### config.mk
export PLATFORM = sky130hd
export DESIGN_NAME = tem_ctrl
export DESIGN_NICKNAME = d
export VERILOG_FILES = /design/src/rtl/tem_pkg.sv /design/src/rtl/tem_ctrl.sv
export SDC_FILE = /design/constraint.sdc
export NUM_CORES = 1
export LEC_CHECK = 0
export BUFFER_PORTS_ARGS = -buffer_cell sky130_fd_sc_hd__buf_2
export CAP_MARGIN = 10
export CORE_MARGIN = 8
export CORE_UTILIZATION = 30
export CTS_CLUSTER_SIZE = 20
export DETAILED_ROUTE_END_ITERATION = 6
export HOLD_SLACK_MARGIN = 0.02
export PLACE_DENSITY = 0.6
export SLEW_MARGIN = 20
export SYNTH_ARGS = -nofsm -noshare
export SYNTH_HDL_FRONTEND = slang
export SYNTH_SLANG_ARGS = --single-unit
export TNS_END_PERCENT = 10
### constraint.sdc
create_clock -name i_clk -period 1.57 [get_ports i_clk]
set_input_delay 0.0785 -clock i_clk [delete_from_list [all_inputs] [get_ports i_clk]]
set_output_delay 0.0785 -clock i_clk [all_outputs]
set_load 0.01 [all_outputs]
### src/rtl/tem_pkg.sv
`default_nettype none

package tem_pkg;

    // Item commands
    typedef enum logic [1:0] {
        CMD_LOAD   = 2'd0,
        CMD_BYTE   = 2'd1,
        CMD_END    = 2'd2,
        CMD_IGNORE = 2'd3
    } t_command;

    // Configuration register indexes
    localparam logic [1:0] CFG_SCALE_X = 2'd0;
    localparam logic [1:0] CFG_SCALE_Y = 2'd1;
    localparam logic [1:0] CFG_STOP    = 2'd2;

    // Reset values of the configuration registers
    localparam logic signed [15:0] SCALE_RESET = 16'sd256;

    // Special characters
    localparam logic [7:0] CH_HASH = 8'h23;
    localparam logic [7:0] CH_PCT  = 8'h25;
    localparam logic [7:0] CH_BSL  = 8'h5C;
    localparam logic [7:0] CH_NL   = 8'h0A;

    // Escape holding buffer
    localparam int         HELD_MAX     = 10;
    localparam logic [3:0] ESC_LEAD_LEN = 4'd2;   // backslash plus kind byte
    localparam logic [3:0] NEED_HASH    = 4'd8;
    localparam logic [3:0] NEED_PCT     = 4'd10;

    // Controller to datapath
    typedef struct packed {
        logic in_load;      // capture an input beat
        logic tbl_write;    // write the width table
        logic sel_held;     // glyph lookup from the held buffer
        logic glyph_mul;    // width times scale_x
        logic glyph_acc;    // add product into pen x
        logic newline;      // end the line
        logic set_stop;     // stop mode newline
        logic push;         // hold the current byte
        logic flush_start;
        logic flush_next;
        logic flush_end;
        logic out_load;     // load result and clear the measurement
    } t_dp_cmd;

    // Datapath to controller
    typedef struct packed {
        t_command command;
        logic     is_nl;
        logic     is_bsl;
        logic     is_lead;      // '#' or '%'
        logic     is_hex;
        logic     held_zero;
        logic     held_one;
        logic     held_mid;     // kind seen, room for more digits
        logic     stopped;
        logic     stop_mode;
        logic     flush_last;
    } t_dp_stat;

endpackage

`default_nettype wire

### src/rtl/tem_ctrl.sv
`default_nettype none

module tem_ctrl (
    input  wire                i_clk,
    input  wire                i_rst_n,
    input  wire                i_in_valid,
    output logic               o_in_ready,
    output logic               o_out_valid,
    input  wire                i_out_ready,
    input  tem_pkg::t_dp_stat  i_stat,
    output tem_pkg::t_dp_cmd   o_cmd
);

    typedef enum logic [2:0] {
        S_IDLE,
        S_DECODE,
        S_RD,
        S_MUL,
        S_ACC,
        S_OUT
    } t_state;

    t_state r_state;
    t_state n_state;
    logic   r_flushing;
    logic   n_flushing;
    logic   r_out_valid;
    logic   n_out_valid;
    logic   w_accept;

    assign o_in_ready  = (r_state == S_IDLE);
    assign o_out_valid = r_out_valid;
    assign w_accept    = i_in_valid && o_in_ready;

    // Next state and datapath commands
    always_comb begin
        n_state     = r_state;
        n_flushing  = r_flushing;
        n_out_valid = r_out_valid && !i_out_ready;
        o_cmd       = '0;
        o_cmd.in_load = w_accept;

        unique case (r_state)
            S_IDLE: begin
                if (w_accept) begin
                    n_state = S_DECODE;
                end
            end

            S_DECODE: begin
                n_state = S_IDLE;
                unique case (i_stat.command)
                    tem_pkg::CMD_LOAD: begin
                        o_cmd.tbl_write = 1'b1;
                    end
                    tem_pkg::CMD_BYTE: begin
                        if (i_stat.stopped) begin
                            n_state = S_IDLE;
                        end else if (i_stat.held_zero) begin
                            // plain scan
                            if (i_stat.is_nl) begin
                                if (i_stat.stop_mode) begin
                                    o_cmd.set_stop = 1'b1;
                                end else begin
                                    o_cmd.newline = 1'b1;
                                end
                            end else if (i_stat.is_bsl) begin
                                o_cmd.push = 1'b1;
                            end else begin
                                n_state = S_MUL;
                            end
                        end else if (i_stat.held_one && i_stat.is_lead) begin
                            o_cmd.push = 1'b1;
                        end else if (i_stat.held_mid && i_stat.is_hex) begin
                            o_cmd.push = 1'b1;
                        end else begin
                            // broken escape: held bytes become glyphs, then rescan
                            o_cmd.flush_start = 1'b1;
                            n_flushing = 1'b1;
                            n_state    = S_RD;
                        end
                    end
                    tem_pkg::CMD_END: begin
                        if (!i_stat.stopped && !i_stat.held_zero) begin
                            o_cmd.flush_start = 1'b1;
                            n_flushing = 1'b1;
                            n_state    = S_RD;
                        end else begin
                            n_state = S_OUT;
                        end
                    end
                    default: ;
                endcase
            end

            S_RD: begin
                o_cmd.sel_held = 1'b1;
                n_state = S_MUL;
            end

            S_MUL: begin
                o_cmd.glyph_mul = 1'b1;
                n_state = S_ACC;
            end

            S_ACC: begin
                o_cmd.glyph_acc = 1'b1;
                if (r_flushing) begin
                    if (i_stat.flush_last) begin
                        o_cmd.flush_end = 1'b1;
                        n_flushing = 1'b0;
                        n_state    = S_DECODE;
                    end else begin
                        o_cmd.flush_next = 1'b1;
                        n_state = S_RD;
                    end
                end else begin
                    n_state = S_IDLE;
                end
            end

            S_OUT: begin
                // wait for the output register to free up
                if (!r_out_valid || i_out_ready) begin
                    o_cmd.out_load = 1'b1;
                    n_out_valid = 1'b1;
                    n_state     = S_IDLE;
                end
            end

            default: n_state = S_IDLE;
        endcase
    end

    // State and registered outputs
    always_ff @(posedge i_clk) begin
        if (!i_rst_n) begin
            r_state     <= S_IDLE;
            r_flushing  <= 1'b0;
            r_out_valid <= 1'b0;
        end else begin
            r_state     <= n_state;
            r_flushing  <= n_flushing;
            r_out_valid <= n_out_valid;
        end
    end

`ifndef SYNTH
    a_flush_states: assert property (@(posedge i_clk) disable iff (!i_rst_n)
        r_flushing |-> (r_state == S_RD) || (r_state == S_MUL) || (r_state == S_ACC))
        else $error("flush flag outside glyph states");

    a_accept_decode: assert property (@(posedge i_clk) disable iff (!i_rst_n)
        w_accept |=> (r_state == S_DECODE))
        else $error("accepted beat not decoded");

    a_out_wait: assert property (@(posedge i_clk) disable iff (!i_rst_n)
        ((r_state == S_OUT) && r_out_valid && !i_out_ready) |=> (r_state == S_OUT))
        else $error("result overwrote a pending beat");
`endif

endmodule

`default_nettype wire
==> qor.csv, run 1 <==
stage,metric,value,unit
status,status,"finished, final reports clean",
layout,# diodes,0,
placed_design,pre-CTS setup slack,0.177,ns
routing,Residual DRC,0,
global_routing,pin count of the biggest net entering global routing,11,
placed_design,HPWL after detailed placement,1.20,mm
timing,final hold vios,0,
timing,RSZ-0062 raised after global routing,yes,
timing,# setup viols final,0,
floorplan,num rows,15,
timing,setup ws final,0.0684,ns
power_and_ir_drop,leakage power,0.385,nW
critical_path,crit path DAT,1.42,ns
yosys,number of distinct library cells after synthesis,36,
critical_path,class of the most critical setup path,flop to primary output,
critical_path,crit end category,primary output,
hold_path,worst hold stages,2,
layout,Layout area overhead,39.1,%
global_routing,met3 usage,3.31,%
floorplan,die extent in y,58.1,um
timing,Period minus WS final,1.50,ns
routing,Vias,599,
clocking,clk slew on worst S/H paths,0.05,ns
global_routing,met1 global-route usage,9.73,%
global_routing,met2 Usage GRT,15.0,%
yosys,ys async rst share,0,%
critical_path,worst reg2reg path startpoint,r_state[2],
critical_path,WP data required,1.49,ns
power_and_ir_drop,Max rail drop VDD,0.199,mV
timing,Max Slew Vio Count,0,
layout,Final #Nets,123,
hold_path,critical hold path startpoint,i_rst_n,
yosys,part of the Yosys area used for sequential elements,18.8,%
clocking,TritonCTS clock tree,done,
floorplan,die area,3380,um2
clocking,CTS Buffer Depth,2,
hold_path,Hold Path Sink,r_flushing,
critical_path,element type at the critical path start,flop,
yosys,"top cells by area, synth","dfxtp_1 (19%), ha_1 (7.1%), nor2_1 (6.4%)",
clocking,Root Driver,clkbuf_4,
timing,slew margin rel.,73.5,%
layout,"most common cell after layout, fill and taps aside",buf_2,
yosys,Synth top area share,18.8,%
power_and_ir_drop,total power,392,uW
run,Max Cap Violations,0,
routing,final antenna-violating net count,0,
placed_design,Port Buffers,29,
timing,maximum clock frequency,0.666,GHz
yosys,Post-Syn Instances,72,
yosys,Post-synth top flop,dfxtp_1,
floorplan,Die X,58.1,um
routing,Post-Route WL,1.45,mm
placed_design,GP Congestion,0.773,
routing,via/cell ratio,4.99,
timing,TNS Setup,0,ns
floorplan,Initial Util,31.5,%
global_routing,total congestion overflow,0,
power_and_ir_drop,Power Density,530,nW/um2
yosys,cell accounting for the most synthesized area,dfxtp_1,
hold_path,hold crit path type,primary input to flop,
yosys,Ys Warns,0,
critical_path,worst r2r path cells,5,
clocking,clk sinks,5,
global_routing,total track usage,9.07,%
global_routing,vias in the first global route,615,
yosys,Mapped Area,532,um2
critical_path,worst-path fanout max,6,
layout,share of post-route cells with drive strength above 1,41.7,%
global_routing,most used routing layer,met2,
floorplan,placeable core region,1690,um2
routing,1st-iter DRT viols,3,
routing,Pre-antenna DRT Iters,4,
yosys,"Avg Cell Area, Syn",7.39,um2
critical_path,internal reg-to-reg setup slack,0.11,ns
timing,Slew @ Worst Pin,0.394,ns
floorplan,io pins,30,
timing,Worst Clk Skew,0.00430,ns
clocking,Skew-Pair Late Insertion Delay,0.24,ns
clocking,CTS Buf Count,3,
routing,routed len/inst,12.1,um
yosys,synthesis-stage register bit count,5,
timing,post-route clock period utilization,95.6,%
global_routing,initial antenna violation count,0,
yosys,Mapped Nets,91,
layout,post-layout util,43.8,%
global_routing,global-route wire length before repair,2.48,mm
yosys,Post-synth EDFFs,0,
critical_path,reg2reg end,r_state[1],
layout,"commonest cells after routing, fill and taps aside","buf_2 (29), nor2_1 (8), nand2_1 (5)",
clocking,H-tree level count,1,
[routing by layer]
layer	vias to the layer above	part of all wire (%)
li1	315	-
met5	-	0
met1	259	46
met2	23	45
met3	2	8.0
met4	0	0.83
[worst max path at each step]
| stage | from | end | cells after the start |
|---|---|---|---|
| detailed placement | r_state[2] | r_state[1] | 4 |
| global route | r_state[1] | o_cmd[6] | 5 |
| CTS | r_state[2] | o_cmd[6] | 5 |
| floorplan | r_state[2] | r_state[1] | 5 |
| global placement | r_state[2] | r_flushing | 3 |
| finish | r_state[1] | o_cmd[6] | 5 |
[sequential cells by signal, indices dropped and copies added, names as in the netlist]
signal       flops
o_out_valid      1
r_flushing       1
r_state          3
[worst max-delay path, cell delays in order, from the launching register on]
cell and delay [ns]:
dfxtp_4 0.35, or3b_4 0.41, nor2_4 0.10, nand3_2 0.08
nor2_1 0.10, buf_2 0.13
[layout make-up]
type / count / area [um2]
inverters: 4 / 15.0
repair buffers: 32 / 168
flip-flops and latches: 5 / 111
well taps: 17 / 21.3
clock buffers: 4 / 26.3
multi-input cells: 58 / 398
fillers: 176 / 950
[metrics by stage]
stage | hold WS [ns] | instances | cell area [um2]
after floorplan | 0.205 | 72 | 532
after CTS | 0.108 | 118 | 709
final | 0.110 | 120 | 739
after detailed placement | 0.367 | 114 | 672
after global routing | 0.112 | 120 | 739
after global placement | 0.358 | 114 | 672
[where the power goes]
| part | internal, mW | total, mW | switching [mW] |
|---|---|---|---|
| sequential | 0.129 | 0.133 | 0.00440 |
| clock | 0.0962 | 0.150 | 0.0537 |
| combinational | 0.0522 | 0.109 | 0.0566 |
| total | 0.277 | 0.392 | 0.115 |
[cell usage after synthesis (3+ instances only)]
cell / n
and2_1: 3
and3_1: 3
dfxtp_1: 5
ha_1: 3
inv_1: 4
nand2_1: 5
nor2_1: 9
o22ai_1: 3
[timing repair]
action                                  CTS  global route
pin swaps                                 1             2
hold buffers                              0             0
gates resized for setup                   6             4
setup buffers                             0             2
endpoints found under the setup margin    5             3
hold endpoints to repair                  0             0
[cells by family (layout without fill, tap and decap cells)]
family / Yosys count / count (layout) / share of synthesized area, %
and+or+nand+nor: 39 / 39 / 42.6
muxes: 2 / 2 / 3.76
AOI/OAI and AO/OA: 14 / 14 / 18.6
buffers and inverters: 9 / 40 / 9.18
adders and majority gates: 3 / 3 / 7.06
DFF: 5 / 5 / 18.8
Power figures use the tool's default switching activity.
==> run 2: changes to the inputs <==
--- a/config.mk
+++ b/config.mk
@@ -7,12 +7,12 @@
 export LEC_CHECK = 0
 export BUFFER_PORTS_ARGS = -buffer_cell sky130_fd_sc_hd__buf_2
 export CAP_MARGIN = 10
-export CORE_MARGIN = 8
-export CORE_UTILIZATION = 30
+export CORE_AREA = 8 8 45 47
 export CTS_CLUSTER_SIZE = 20
 export DETAILED_ROUTE_END_ITERATION = 6
+export DIE_AREA = 0 0 53 55
 export HOLD_SLACK_MARGIN = 0.02
-export PLACE_DENSITY = 0.6
+export PLACE_DENSITY = 0.75
 export SLEW_MARGIN = 20
 export SYNTH_ARGS = -nofsm -noshare
 export SYNTH_HDL_FRONTEND = slang
==> run 2 against run 1 <==
Design area grew 0.17%. Register-to-register slack is essentially flat. Combinational power is essentially flat. Die area shrank 14%. Final cell count is the same. Sequential power is essentially flat. Setup slack gained 0.0065 ns. Count of clock-buffer cells in the layout is the same. Clock power is essentially flat. Hold slack gained 0.011 ns. Sequential share of layout area is essentially flat. Critical path depth is the same. Critical path type unchanged. Largest cell class unchanged. Highest routed layer unchanged.
==> qor.csv, run 2 (synthesis results as in run 1) <==
stage,metric,value,unit,change
floorplan,die area,2920,um2,was 3380 um2
clocking,clk slew on worst S/H paths,0.05,ns,about the same
placed_design,HPWL after detailed placement,1.17,mm,was 1.20 mm
global_routing,total congestion overflow,0,,unchanged
critical_path,"Critical Path, Cell by Cell","or3b_4, nor2_4, nand3_1, nor2_1, buf_2",,"was or3b_4, nor2_4, nand3_2, nor2_1, buf_2"
layout,share of post-route cells with drive strength above 1,41.3,%,was 41.7%
run,Max Cap Violations,0,,unchanged
timing,slew margin rel.,75.9,%,was 73.5%
critical_path,element type at the critical path start,flop,,unchanged
routing,1st-iter DRT viols,13,,was 3
timing,post-route clock period utilization,95.2,%,was 95.6%
critical_path,internal reg-to-reg setup slack,0.11,ns,about the same
floorplan,die extent in y,55,um,was 58.1 um
critical_path,slowest stage cell on the critical path,or3b_4,,unchanged
clocking,TritonCTS clock tree,done,,unchanged
power_and_ir_drop,Max rail drop VDD,0.262,mV,was 0.199 mV
clocking,Skew-Pair Late Insertion Delay,0.24,ns,about the same
placed_design,GP Congestion,0.727,,was 0.773
critical_path,class of the most critical setup path,flop to primary output,,unchanged
global_routing,vias in the first global route,584,,was 615
global_routing,global-route wire length before repair,2.22,mm,was 2.48 mm
status,status,"finished, final reports clean",,unchanged
timing,RSZ-0062 raised after global routing,no,,was yes
timing,TNS Setup,0,ns,unchanged
routing,Pre-antenna DRT Iters,4,,unchanged
global_routing,total track usage,9.68,%,was 9.07%
critical_path,crit path DAT,1.42,ns,about the same
layout,"most common cell after layout, fill and taps aside",buf_2,,unchanged
critical_path,CP bufs+invs,1,,unchanged
hold_path,hold crit path type,primary input to flop,,unchanged
timing,Period minus WS final,1.50,ns,about the same
floorplan,placeable core region,1380,um2,was 1690 um2
timing,maximum clock frequency,0.669,GHz,was 0.666 GHz
routing,Vias,628,,was 599
clocking,CTS Buffer Depth,2,,unchanged
critical_path,Crit path max-delay family,simple AND/OR/NAND/NOR gates,,unchanged
layout,"Most flops, register",r_state,,unchanged
clocking,H-tree level count,1,,unchanged
routing,via/cell ratio,5.23,,was 4.99
layout,max reg flops,3,,unchanged
layout,# diodes,0,,unchanged
clocking,Root Driver,clkbuf_4,,unchanged
clocking,clk sinks,5,,unchanged
critical_path,worst-path fanout max,4,,was 6
timing,# setup viols final,0,,unchanged
timing,Max Slew Vio Count,0,,unchanged
floorplan,Die X,53,um,was 58.1 um
power_and_ir_drop,Power Density,533,nW/um2,was 530 nW/um2
global_routing,initial antenna violation count,0,,unchanged
critical_path,crit end category,primary output,,unchanged
clocking,CTS Hold Bufs,0,,unchanged
timing,final hold vios,0,,unchanged
timing,Slew @ Worst Pin,0.358,ns,was 0.394 ns
routing,Post-Route WL,1.41,mm,was 1.45 mm
floorplan,io pins,30,,unchanged
critical_path,WP data required,1.49,ns,about the same
floorplan,Initial Util,38.4,%,was 31.5%
layout,post-layout util,53.5,%,was 43.8%
routing,routed len/inst,11.7,um,was 12.1 um
layout,Layout area overhead,39.3,%,was 39.1%
power_and_ir_drop,leakage power,0.390,nW,was 0.385 nW
routing,final antenna-violating net count,0,,unchanged
floorplan,num rows,14,,was 15
clocking,CTS Buf Count,3,,unchanged
global_routing,pin count of the biggest net entering global routing,11,,unchanged
placed_design,Port Buffers,29,,unchanged
routing,Residual DRC,0,,unchanged
critical_path,crit-path max cell delay,0.41,ns,about the same
layout,"commonest cells after routing, fill and taps aside","buf_2 (29), nor2_1 (8), nand2_1 (5)",,unchanged
timing,Worst Clk Skew,0.00186,ns,was 0.00430 ns
layout,filler cell count,148,,was 176
layout,Final #Nets,124,,was 123
-- run 2: cell count changes in the layout (fill, tap and decap cells not counted) --
cell / before / now
buf_4: 3 / 4
nand3_1: 1 / 2
nand3_2: 2 / 1
-- run 2: final timing paths --
check,startpoint,to,cells after the start
max,r_state[1],o_cmd[5],5
min,i_rst_n,r_flushing,2
max reg2reg,r_state[2],r_state[1],5
min reg2reg,o_out_valid,o_out_valid,2
-- run 2: where the power goes --
part / leakage (nW) / total [mW] / internal, mW / switching (mW)
clock network: 0.0150 / 0.152 / 0.0963 / 0.0557
registers: 0.0428 / 0.132 / 0.128 / 0.00391
logic: 0.332 / 0.110 / 0.0548 / 0.0554
-- run 2: area by class of cell --
class	instances	area [um2]	share of cell area [%]
Tap cell	16	20.0	2.70
Inverter	4	15.0	2.03
Sequential cell	5	111	15.0
Timing Repair Buffer	33	175	23.6
Multi-Input combinational cell	58	393	53.0
Clock buffer	4	26.3	3.55
-- run 2: stage by stage --
step	total power, mW	setup slack [ns]	hold WS [ns]	instances	cell area [um2]
after floorplan	0.200	0.254	0.205	72	532
after global placement	0.237	0.196	0.364	113	671
after detailed placement	0.239	0.183	0.371	113	671
after CTS	0.393	0.00900	0.122	117	706
after global routing	0.421	0.00179	0.130	120	741
final	0.394	0.0749	0.121	120	741
-- run 2: worst register-to-register path, stage by stage, from the launching register on --
cell	delay, ns
dfxtp_4	0.35
buf_4	0.15
nor2_4	0.10
nand3_2	0.11
or4b_1	0.50
a31oi_1	0.16
-- run 2: what timing repair did --
action	CTS	global route
buffers inserted	0	3
resized for setup	5	4
pin swaps	1	2
setup endpoints to repair	5	4
-- run 2: per-layer routing --
metal,track usage (%),wire [um],vias up
li1,-,-,318
met1,9.91,562,280
met2,17.4,666,28
met3,3.74,165,2
met4,3.88,10,0
met5,0,0,-
==> run 3: changes to the inputs <==
--- a/config.mk
+++ b/config.mk
@@ -5,7 +5,7 @@
 export SDC_FILE = /design/constraint.sdc
 export NUM_CORES = 1
 export LEC_CHECK = 0
-export BUFFER_PORTS_ARGS = -buffer_cell sky130_fd_sc_hd__buf_2
+export BUFFER_PORTS_ARGS = -buffer_cell sky130_fd_sc_hd__buf_4
 export CAP_MARGIN = 10
 export CORE_AREA = 8 8 45 47
 export CTS_CLUSTER_SIZE = 20
==> run 3 against run 2 <==
Critical path depth stayed put. Clock skew is 0.0075 ns higher. Die area stayed put. Design area is 14% higher.
==> qor.csv, run 3 (synthesis results as in run 1) <==
stage,metric,value,unit,change
critical_path,crit end category,primary output,,unchanged
layout,"commonest cells after routing, fill and taps aside","buf_4 (33), nor2_1 (7), nand2_1 (5)",,"was buf_2 (29), nor2_1 (8), nand2_1 (5)"
layout,# diodes,0,,unchanged
global_routing,initial antenna violation count,0,,unchanged
clocking,TritonCTS clock tree,done,,unchanged
global_routing,vias in the first global route,592,,was 584
clocking,clk sinks,5,,unchanged
layout,Layout area overhead,58.1,%,was 39.3%
clocking,clk slew on worst S/H paths,0.05,ns,about the same
timing,slew margin rel.,76.4,%,was 75.9%
routing,final antenna-violating net count,0,,unchanged
global_routing,met1 global-route usage,8.66,%,was 9.91%
global_routing,met3 usage,4.81,%,was 3.74%
floorplan,placeable core region,1380,um2,unchanged
critical_path,class of the most critical setup path,flop to primary output,,unchanged
timing,Slew @ Worst Pin,0.354,ns,was 0.358 ns
clocking,Root Driver,clkbuf_4,,unchanged
timing,Max Slew Vio Count,0,,unchanged
hold_path,hold crit path type,primary input to flop,,unchanged
timing,final hold vios,0,,unchanged
clocking,CTS Buf Count,3,,unchanged
floorplan,die extent in y,55,um,unchanged
clocking,Skew-Pair Late Insertion Delay,0.25,ns,was 0.24 ns
critical_path,slowest stage cell on the critical path,or3b_4,,unchanged
clocking,H-tree level count,1,,unchanged
timing,Period minus WS final,1.50,ns,about the same
run,Max Cap Violations,0,,unchanged
layout,final std cells w/o fill,121,,was 120
timing,post-route clock period utilization,95.9,%,was 95.2%
floorplan,io pins,30,,unchanged
floorplan,die area,2920,um2,unchanged
clocking,CTS Buffer Depth,2,,unchanged
critical_path,"Critical Path, Cell by Cell","or3b_4, nor2_4, nand3_2, nor2_2, buf_4",,"was or3b_4, nor2_4, nand3_1, nor2_1, buf_2"
global_routing,pin count of the biggest net entering global routing,11,,unchanged
routing,via/cell ratio,5.11,,was 5.23
critical_path,Crit path max-delay family,simple AND/OR/NAND/NOR gates,,unchanged
critical_path,WP data required,1.49,ns,about the same
routing,Residual DRC,0,,unchanged
floorplan,Initial Util,38.4,%,unchanged
critical_path,element type at the critical path start,flop,,unchanged
routing,Pre-antenna DRT Iters,2,,was 4
critical_path,crit path DAT,1.43,ns,was 1.42 ns
routing,1st-iter DRT viols,6,,was 13
timing,maximum clock frequency,0.665,GHz,was 0.669 GHz
routing,routed len/inst,12.9,um,was 11.7 um
layout,"Most flops, register",r_state,,unchanged
placed_design,HPWL after detailed placement,1.18,mm,was 1.17 mm
timing,Worst Clk Skew,0.00935,ns,was 0.00186 ns
critical_path,CP bufs+invs,1,,unchanged
global_routing,met2 Usage GRT,18.0,%,was 17.4%
routing,Post-Route WL,1.56,mm,was 1.41 mm
global_routing,most used routing layer,met2,,unchanged
clocking,CTS Hold Bufs,0,,unchanged
critical_path,worst-path fanout max,5,,was 4
global_routing,global-route wire length before repair,2.22,mm,unchanged
power_and_ir_drop,Max rail drop VDD,0.229,mV,was 0.262 mV
placed_design,placed cell count,113,,unchanged
placed_design,DP Area,743,um2,was 671 um2
layout,filler cell count,128,,was 148
placed_design,GP Congestion,0.730,,was 0.727
routing,Vias,618,,was 628
global_routing,total track usage,9.78,%,was 9.68%
layout,post-route cell area,841,um2,was 741 um2
status,status,"finished, final reports clean",,unchanged
floorplan,Die X,53,um,unchanged
placed_design,Port Buffers,29,,unchanged
layout,Final #Nets,125,,was 124
layout,share of post-route cells with drive strength above 1,43.8,%,was 41.3%
floorplan,num rows,14,,unchanged
layout,max reg flops,3,,unchanged
layout,"most common cell after layout, fill and taps aside",buf_4,,was buf_2
timing,# setup viols final,0,,unchanged
global_routing,total congestion overflow,0,,unchanged
power_and_ir_drop,leakage power,0.411,nW,was 0.390 nW
critical_path,crit-path max cell delay,0.41,ns,about the same
power_and_ir_drop,Power Density,491,nW/um2,was 533 nW/um2
[run 3: cell types whose count changed in the layout (fill, tap and decap cells not counted), sizes merged]
cell | previous run | this run
buf | 33 | 34
[run 3: cell type report]
class | count | area, um2 | share of cell area, %
clock buffers | 4 | 26.3 | 3.13
multi-input cells | 58 | 400 | 47.6
flip-flops and latches | 5 | 111 | 13.2
repair buffers | 34 | 268 | 31.8
inverters | 4 | 15.0 | 1.79
well taps | 16 | 20.0 | 2.38
[run 3: worst reg2reg max path: stages (launching register included)]
cell and delay [ns]:
dfxtp_4 0.35, buf_12 0.12, buf_4 0.13, or4_1 0.51
nand3_1 0.13, o22ai_1 0.09
[run 3: metal layers]
metal / up-vias / share of wire (%)
met5: - / 0
met4: 0 / 0.90
met3: 2 / 11
met2: 24 / 51
met1: 274 / 38
li1: 318 / -
[run 3: path summary, 6_finish.rpt]
path,from,end,slack (ns),cells past startpoint
hold reg to reg,r_state[0],r_state[2],0.53,1
hold / removal,i_rst_n,r_flushing,0.11,2
setup reg to reg,r_state[2],r_state[0],0.11,5
setup / recovery,r_state[1],o_cmd[5],0.07,5
[run 3: stage by stage]
step,total power [mW],setup WS (ns),util [%],TNS [ns],hold WS (ns)
3_3_place_gp,0.252,0.188,53.7,0,0.346
4_1_cts,0.407,0.00526,56.2,0,0.0973
5_1_grt,0.441,-0.0279,60.8,-0.0527,0.119
6_report,0.412,0.0651,60.8,0,0.107
2_1_floorplan,0.200,0.254,-,0,0.205
3_5_place_dp,0.254,0.185,53.7,0,0.351
[run 3: report_power, final]
| group | switching [mW] | internal [mW] | leakage (nW) |
|---|---|---|---|
| registers | 0.00378 | 0.128 | 0.0428 |
| logic | 0.0582 | 0.0714 | 0.354 |
| clock network | 0.0544 | 0.0962 | 0.0150 |
[run 3: timing repair]
| action | 4_1_cts | 5_1_grt |
|---|---|---|
| resized for setup | 5 | 6 |
| endpoints found under the hold margin | 0 | 0 |
| setup endpoints to repair | 5 | 4 |
| pin swaps | 1 | 2 |
| buffers inserted | 0 | 4 |
